### config.mk
export PLATFORM = sky130hd
export DESIGN_NAME = keypad_scan_code_lock
export DESIGN_NICKNAME = d
export VERILOG_FILES = /design/src/hw/rtl/kscl_pkg.sv /design/src/hw/rtl/keypad_scan_code_lock.sv
export SDC_FILE = /design/constraint.sdc
export NUM_CORES = 1
export LEC_CHECK = 0
export BUFFER_PORTS_ARGS = -buffer_cell sky130_fd_sc_hd__buf_2
export CORE_MARGIN = 4
export CORE_UTILIZATION = 65
export DETAILED_ROUTE_END_ITERATION = 10
export GPL_TIMING_DRIVEN = 0
export PLACE_DENSITY = 0.89
export SETUP_SLACK_MARGIN = 0.3
export SYNTH_ARGS = -nofsm -noshare
export SYNTH_HDL_FRONTEND = slang
export SYNTH_SLANG_ARGS = --single-unit
### constraint.sdc
create_clock -name i_clk -period 14.3 [get_ports i_clk]
set_clock_uncertainty 0.05 [all_clocks]
set_input_delay 2.86 -clock i_clk [delete_from_list [all_inputs] [get_ports i_clk]]
set_output_delay 2.86 -clock i_clk [all_outputs]
set_load 0.01 [all_outputs]
### src/hw/rtl/kscl_pkg.sv
// Shared types, key codes and register map for the keypad scanner code lock.
`timescale 1ns / 1ps
`default_nettype none
package kscl_pkg;

    localparam int MAX_DIGITS_DEF = 11;

    localparam int PERIOD_W = 10;
    localparam int CODE_W   = 37;
    localparam int COLS_W   = 4;
    localparam int ROWS_W   = 4;
    localparam int ROW_IDX_W = 2;
    localparam int KEYS_W   = 16;
    localparam int APB_AW   = 4;
    localparam int APB_DW   = 64;

    localparam logic [PERIOD_W-1:0] PERIOD_RST = 10'd20;
    localparam logic [CODE_W-1:0]   CODE_RST   = 37'd62340500022;

    // Register index, taken from the 8-byte slot of paddr.
    localparam logic REG_PERIOD = 1'b0;
    localparam logic REG_CODE   = 1'b1;

    typedef logic [KEYS_W-1:0] t_keys;

    localparam t_keys KEY_CLEAR = 16'h0008;
    localparam t_keys KEY_BACK  = 16'h0080;
    localparam t_keys KEY_OK    = 16'h8000;

    typedef struct packed {
        logic       is_digit;
        logic [3:0] digit;
    } t_digit;

    // 10**digits, evaluated at elaboration only.
    function automatic longint unsigned pow10(input int digits);
        longint unsigned p;
        p = 1;
        for (int n = 0; n < digits; n++) begin
            p = p * 10;
        end
        return p;
    endfunction

    function automatic t_digit digit_of(input t_keys code);
        t_digit d;
        d.is_digit = 1'b1;
        d.digit    = 4'd0;
        unique case (code)
            16'h0001: d.digit = 4'd7;
            16'h0002: d.digit = 4'd8;
            16'h0004: d.digit = 4'd9;
            16'h0010: d.digit = 4'd4;
            16'h0020: d.digit = 4'd5;
            16'h0040: d.digit = 4'd6;
            16'h0100: d.digit = 4'd1;
            16'h0200: d.digit = 4'd2;
            16'h0400: d.digit = 4'd3;
            16'h1000: d.digit = 4'd0;
            default:  d.is_digit = 1'b0;
        endcase
        return d;
    endfunction

endpackage
`default_nettype wire

### src/hw/rtl/keypad_scan_code_lock.sv
// Top level: 4x4 keypad row scanner with decimal code entry and lock lamp.
//
//  channel   | handshake                 | payload
//  ----------+---------------------------+------------------------------------------
//  in        | i_in_valid / o_in_ready   | i_column_levels
//  out       | o_out_valid / i_out_ready | o_row_lines, o_lock_lamp,
//            |                           | o_entered_number, o_pressed_keys
//  config    | psel, penable, pwrite     | paddr, pwdata, prdata (pready tied high)
//
// One request per cycle sustained while the output is not stalled; a request passes the input
// register, then the scan/decode logic writes the state registers, which double as the result register.
// The scan counter, row, key map and digit stack advance only when a result is loaded.
// A stalled output holds the result and the input register; o_in_ready drops only when
// both are full. Synchronous active-low reset, no clearing pass.
`timescale 1ns / 1ps
`default_nettype none
module keypad_scan_code_lock #(
    parameter int MAX_DIGITS = kscl_pkg::MAX_DIGITS_DEF
) (
    input  wire logic                          i_clk,
    input  wire logic                          i_rst_n,
    input  wire logic                          i_in_valid,
    output logic                               o_in_ready,
    input  wire logic [kscl_pkg::COLS_W-1:0]   i_column_levels,
    output logic                               o_out_valid,
    input  wire logic                          i_out_ready,
    output logic [kscl_pkg::ROWS_W-1:0]        o_row_lines,
    output logic                               o_lock_lamp,
    output logic [kscl_pkg::CODE_W-1:0]        o_entered_number,
    output logic [kscl_pkg::KEYS_W-1:0]        o_pressed_keys,
    input  wire logic                          psel,
    input  wire logic                          penable,
    input  wire logic                          pwrite,
    input  wire logic [kscl_pkg::APB_AW-1:0]   paddr,
    input  wire logic [kscl_pkg::APB_DW-1:0]   pwdata,
    output logic [kscl_pkg::APB_DW-1:0]        prdata,
    output logic                               pready
);
    import kscl_pkg::*;

    localparam longint unsigned POW   = pow10(MAX_DIGITS);
    localparam int              VAL_W = $clog2(POW);
    localparam int              CNT_W = $clog2(MAX_DIGITS + 1);
    localparam int              IDX_W = (MAX_DIGITS > 1) ? $clog2(MAX_DIGITS) : 1;
    localparam int              CMP_W = (VAL_W > CODE_W) ? VAL_W : CODE_W;
    localparam logic [VAL_W-1:0]  VAL_MAX = VAL_W'(POW - 1);
    localparam logic [CNT_W-1:0]  CNT_MAX = CNT_W'(MAX_DIGITS);

    // Configuration
    logic [PERIOD_W-1:0] r_scan_period;
    logic [CODE_W-1:0]   r_secret_code;
    logic                cfg_wr;

    assign pready = 1'b1;
    assign cfg_wr = psel && penable && pwrite && pready;

    always_ff @(posedge i_clk) begin
        if (!i_rst_n) begin
            r_scan_period <= PERIOD_RST;
            r_secret_code <= CODE_RST;
        end else if (cfg_wr) begin
            if (paddr[3] == REG_PERIOD) begin
                r_scan_period <= pwdata[PERIOD_W-1:0];
            end else begin
                r_secret_code <= pwdata[CODE_W-1:0];
            end
        end
    end

    always_comb begin
        if (paddr[3] == REG_CODE) begin
            prdata = {{(APB_DW-CODE_W){1'b0}}, r_secret_code};
        end else begin
            prdata = {{(APB_DW-PERIOD_W){1'b0}}, r_scan_period};
        end
    end

    // Input register
    logic              r_in_valid;
    logic [COLS_W-1:0] r_in_cols;
    logic              advance;

    assign advance    = r_in_valid && (!o_out_valid || i_out_ready);
    assign o_in_ready = !r_in_valid || advance;

    always_ff @(posedge i_clk) begin
        if (!i_rst_n) begin
            r_in_valid <= 1'b0;
        end else if (o_in_ready) begin
            r_in_valid <= i_in_valid;
        end
    end

    always_ff @(posedge i_clk) begin
        if (i_in_valid && o_in_ready) begin
            r_in_cols <= i_column_levels;
        end
    end

    // State, which is also the result
    logic                 r_out_valid;
    logic [PERIOD_W-1:0]  r_elapsed;
    logic [ROW_IDX_W-1:0] r_row;
    logic [ROWS_W-1:0]    r_row_drive;
    t_keys                r_key_map;
    logic                 r_was_down;
    logic [VAL_W-1:0]     r_value;
    logic                 r_lamp;
    logic [CNT_W-1:0]     r_digit_cnt;
    logic [VAL_W-1:0]     r_prefix [MAX_DIGITS];

    logic [PERIOD_W-1:0]  n_elapsed;
    logic [ROW_IDX_W-1:0] n_row;
    logic [ROWS_W-1:0]    n_row_drive;
    t_keys                n_key_map;
    logic                 n_was_down;
    logic [VAL_W-1:0]     n_value;
    logic                 n_lamp;
    logic [CNT_W-1:0]     n_digit_cnt;
    logic                 push;

    logic [PERIOD_W:0]    tick_sum;
    logic                 scan;
    t_digit               dig;
    logic [VAL_W+3:0]     times_ten;
    logic [CNT_W-1:0]     cnt_dec;
    logic [IDX_W-1:0]     push_idx;
    logic [IDX_W-1:0]     pop_idx;
    logic [CMP_W-1:0]     val_ext;
    logic [CMP_W-1:0]     code_ext;
    logic [VAL_W+CODE_W-1:0] val_out;

    assign tick_sum  = {1'b0, r_elapsed} + (PERIOD_W+1)'(1);
    assign scan      = tick_sum >= {1'b0, r_scan_period};
    assign times_ten = {1'b0, r_value, 3'b000} + {3'b000, r_value, 1'b0}
                     + (VAL_W+4)'(dig.digit);
    assign cnt_dec   = r_digit_cnt - CNT_W'(1);
    assign push_idx  = r_digit_cnt[IDX_W-1:0];
    assign pop_idx   = cnt_dec[IDX_W-1:0];
    assign val_ext   = CMP_W'(r_value);
    assign code_ext  = CMP_W'(r_secret_code);
    assign dig       = digit_of(n_key_map);

    always_comb begin
        n_elapsed   = tick_sum[PERIOD_W-1:0];
        n_row       = r_row;
        n_row_drive = r_row_drive;
        n_key_map   = r_key_map;
        if (scan) begin
            n_key_map[{r_row, 2'b00} +: COLS_W] = ~r_in_cols;
            n_row       = r_row + ROW_IDX_W'(1);
            n_row_drive = ~(ROWS_W'(1) << n_row);
            n_elapsed   = '0;
        end
    end

    always_comb begin
        n_was_down  = n_key_map != '0;
        n_value     = r_value;
        n_lamp      = r_lamp;
        n_digit_cnt = r_digit_cnt;
        push        = 1'b0;
        // Act only on a fresh press: key map leaves zero.
        if (n_was_down && !r_was_down) begin
            if (dig.is_digit) begin
                // Leading zeros leave the value and the digit count alone.
                if (r_digit_cnt < CNT_MAX && times_ten != '0) begin
                    n_value     = times_ten[VAL_W-1:0];
                    n_digit_cnt = r_digit_cnt + CNT_W'(1);
                    push        = 1'b1;
                end
            end else if (n_key_map == KEY_CLEAR) begin
                n_value     = '0;
                n_digit_cnt = '0;
                n_lamp      = 1'b0;
            end else if (n_key_map == KEY_BACK) begin
                // Drop the last digit by restoring the shorter prefix.
                if (r_digit_cnt != '0) begin
                    n_value     = r_prefix[pop_idx];
                    n_digit_cnt = cnt_dec;
                end
            end else if (n_key_map == KEY_OK) begin
                n_lamp = val_ext == code_ext;
            end
        end
    end

    always_ff @(posedge i_clk) begin
        if (!i_rst_n) begin
            r_out_valid <= 1'b0;
            r_elapsed   <= '0;
            r_row       <= '0;
            r_row_drive <= '1;
            r_key_map   <= '0;
            r_was_down  <= 1'b0;
            r_value     <= '0;
            r_lamp      <= 1'b0;
            r_digit_cnt <= '0;
        end else begin
            if (advance) begin
                r_out_valid <= 1'b1;
                r_elapsed   <= n_elapsed;
                r_row       <= n_row;
                r_row_drive <= n_row_drive;
                r_key_map   <= n_key_map;
                r_was_down  <= n_was_down;
                r_value     <= n_value;
                r_lamp      <= n_lamp;
                r_digit_cnt <= n_digit_cnt;
            end else if (i_out_ready) begin
                r_out_valid <= 1'b0;
            end
        end
    end

    // Prefix stack: entry k holds the value as it stood with k digits.
    always_ff @(posedge i_clk) begin
        if (advance && push) begin
            r_prefix[push_idx] <= r_value;
        end
    end

    assign val_out          = {{CODE_W{1'b0}}, r_value};
    assign o_out_valid      = r_out_valid;
    assign o_row_lines      = r_row_drive;
    assign o_lock_lamp      = r_lamp;
    assign o_entered_number = val_out[CODE_W-1:0];
    assign o_pressed_keys   = r_key_map;

    // Checks
    a_zero_cnt_zero_val: assert property (@(posedge i_clk) disable iff (!i_rst_n)
        r_digit_cnt == '0 |-> r_value == '0)
        else $error("digit count zero with nonzero value");

    a_value_bound: assert property (@(posedge i_clk) disable iff (!i_rst_n)
        r_value <= VAL_MAX && r_digit_cnt <= CNT_MAX)
        else $error("entered value beyond digit limit");

    a_one_row: assert property (@(posedge i_clk) disable iff (!i_rst_n)
        $countones(~r_row_drive) <= 1)
        else $error("more than one row driven");

    a_stall_full: assert property (@(posedge i_clk) disable iff (!i_rst_n)
        !o_in_ready |-> r_in_valid && r_out_valid && !i_out_ready)
        else $error("input stalled while pipeline has room");

    a_lamp_on_ok: assert property (@(posedge i_clk) disable iff (!i_rst_n)
        $rose(r_lamp) |-> r_key_map == KEY_OK && !$past(r_was_down))
        else $error("lamp set without a fresh OK press");

endmodule
`default_nettype wire

==> impl_results.md <==
* Status: complete, no violations
* Die W at 212 um
* Register area at 14800 sq um
* Clock root buffer: clkbuf_16
* Placer's final routability congestion estimate at between 0.9 and 1
* Slew headroom at between 20% and 30%
* Port bufs at ~140
* Clock Pin Slew Worst Setup and Hold Paths at ~0.070 ns
* Die Y at between 200 and 250 um
* Critical Path RT at ~15 ns
* Cells after Synth at between 2000 and 2500
* GR Overflow Total at 0
* Total Wirelength at approximately 86 mm
* Dominant synthesized flop cell: edfxtp_1
* Area of the multi-input gates at approximately 11000 sq um
* Sequential area share after synthesis at approximately 55%
* Yosys reg bits at about 540
* Vias at 21100
* HP Class: flop to flop
* Largest family of logic cells by synthesized area: simple AND/OR/NAND/NOR gates
* Number of warnings issued by yosys at 0
* Post-Syn Area per Cell at 11.9 sq um
* Final Cell Area at 30700 sq um
* Crit-path slowest cell: nor3b_2
* Critical Path Max Stage Delay at 1.01 ns
* Final Hold Viols at 0
* CP startpoint kind: flop
* First-pass GRT wire length at ~130 mm
* EDFF count, synth at a little over 400
* Setup bufs post-CTS at 0
* WP data arrival at 10.06 ns
* Total track usage at 38.0%
* PnR Total Power at roughly 3.1 mW
* Synthesized cell area at roughly 27000 sq um
* XOR/XNOR Fraction of Synth Area at 2.68%
* Worst path most repeated cell: and3_1
* CTS Buffer Depth at 3
* Antenna Nets Post-Route at 0
* Synth async-reset ratio at 0%
* Largest net degree at the start of global routing at 17
* CP Capture Type: flop
* Setup TNS at 0 ns
* Vias in the first global route at around 21000
* Synthesis-to-finish area growth at 13.3%
* Adder-Cell Fraction of Synth Area at 4.49%
* WS Path Type: flop to flop
* Clock buffer count from CTS at 51
* Mux contribution to synthesized area at between 10% and 20%
* Fill cell count at 2507
* Maximum clock rate at between 100 and 150 MHz
* Core Area at 41000 sq um
* Initial core utilization at between 60% and 70%
* PostCTS Resize Cnt at 0
* CTS tree: done
* Standby leakage power at between 10 and 15 nW
* Pwr dens at about 100 nW/um^2
* Crit path max fanout at 11
* Simple-gate share of the synthesized area at 13.4%
* Post-CTS Hold Buffers at 0
* Synth Area in Compound Gates at about a tenth
* Via/cell ratio at 6.77
* 1st-iter DRT viols at around 3100
* DRC at 0
* 1st-pass router iterations at 6
* Post-DP HPWL at approximately 60 mm
* Ant diodes at 0
* Max IR drop VDD at approximately 0.12 mV
* Post-layout min period at between 9 and 10 ns
* MaxCap Viol Count at 0
* Drt wl/cell at 27.6 um
* Die area at 45000 sq um
* # nets final at between 2000 and 3000
* Placed standard-cell area at 29000 sq um
* I/O pins at roughly 200
* Post-route insts no fill at a little over 3000
* Latest clock arrival within the worst-skew pair at 0.63 ns
* Initial antenna violation count at 0
* Final setup viols at 0
* Fin. max-slew vios at 0
* Placed Cells at just over 3000
* RSZ-0062 raised after global routing: false
* Rows at 74
* Layout cells sized above 1 at ~17%
* Number of distinct library cells after synthesis at 90
* Worst-margin pin slew at around 1.2 ns
* Sink Count at between 500 and 600
* Tcrit/Tclk final at between 60% and 70%
* H-tree levels at 2
==> cells in the mapped netlist (31+ instances only) <==
cell / count / area [sq um]
a21oi_1: 141 / 706
inv_1: 39 / 146
nor2b_1: 31 / 194
ha_1: 94 / 1180
clkbuf_1: 101 / 379
mux4_2: 74 / 1670
xnor2_1: 49 / 429
nand2_1: 250 / 938
mux2i_1: 121 / 1210
dfxtp_1: 124 / 2480
xor2_1: 34 / 298
nand3_1: 50 / 250
and2_1: 40 / 250
o21ai_0: 122 / 611
nor2_1: 148 / 556
a21boi_0: 37 / 278
edfxtp_1: 411 / 12300
==> state kept, by name, summed over array words and instances, names as in the netlist, 2 cells and up <==
register	count
r_elapsed	10
r_in_cols	4
push_idx	4
r_row	2
r_prefix	407
o_row_lines	4
code_ext	37
r_scan_period	10
o_pressed_keys	16
o_entered_number	37
==> layout by cell type (no fill, tap or decap), types with 38 or more instances in the layout <==
cell	n
mux2i_1	121
mux4_2	74
buf_2	144
ha_1	94
inv_1	39
clkbuf_1	116
nand2_1	250
nor2_1	148
nand3_1	50
edfxtp_1	411
and2_1	40
o21ai_0	122
dfxtp_1	124
xnor2_1	49
a21oi_1	141
buf_6	38
clkbuf_16	52
==> power by group <==
part	switching (mW)	leakage, nW	internal, mW
registers	0.00456	5.78	1.65
logic	0.0424	6.19	0.0280
clock network	0.603	0.780	0.747
==> metrics by stage <==
step / hold slack, ns / util (%) / setup slack [ns]
after global placement: 0.405 / 69.6 / 0.855
after floorplan: 0.393 / - / 5.18
after detailed placement: 0.409 / 70.8 / 4.78
after CTS: 0.417 / 74.8 / 4.63
after global routing: 0.445 / 74.8 / 3.96
final: 0.416 / 74.8 / 4.51
==> critical path: cells and delay by family (launching register included) <==
| kind | cells | cell delay (ns) |
|---|---|---|
| adder cells (fa/ha/maj) | 4 | 1.13 |
| flip-flops | 1 | 0.40 |
| buffers and inverters | 6 | 1.53 |
| AO/OA/AOI/OAI | 9 | 3.26 |
| XOR/XNOR | 2 | 0.40 |
| AND/OR/NAND/NOR | 9 | 2.66 |
==> logic make-up (layout without fill, tap and decap cells) <==
kind of cell	count (synthesis)	count (layout)
flip-flops	535	535
other	2	28
multiplexers	198	198
adder cells (fa/ha/maj)	96	96
XOR/XNOR	83	83
AO/OA/AOI/OAI	443	443
AND/OR/NAND/NOR	728	728
buffers and inverters	199	475
==> path summary, 6_finish.rpt <==
path	startpoint	end	slack, ns	cells past startpoint
setup reg to reg	r_elapsed[2]	r_prefix[3][7]	4.51	30
hold / removal	r_scan_period[9]	r_scan_period[9]	0.42	2
hold reg to reg	r_scan_period[9]	r_scan_period[9]	0.42	2
setup / recovery	r_elapsed[2]	r_prefix[3][7]	4.51	30
==> routing by layer <==
metal	track usage [%]	wire (um)	up-vias
met3	7.14	9810	389
li1	-	-	9014
met2	63.1	40800	1712
met4	17.2	5040	0
met1	49.0	30300	10000
met5	0	0	-
==> area by class of cell <==
type                    instances  share of cell area (%)
plain buffers                 160                    2.86
well taps                     532                    2.17
clock buffers                  67                    4.42
multi-input cells            1576                    37.1
repair buffers                181                    3.71
flip-flops and latches        535                    48.3
inverters                      39                   0.477
clock inverters                28                   0.913
Note: power is estimated with default switching activity, not from simulation.
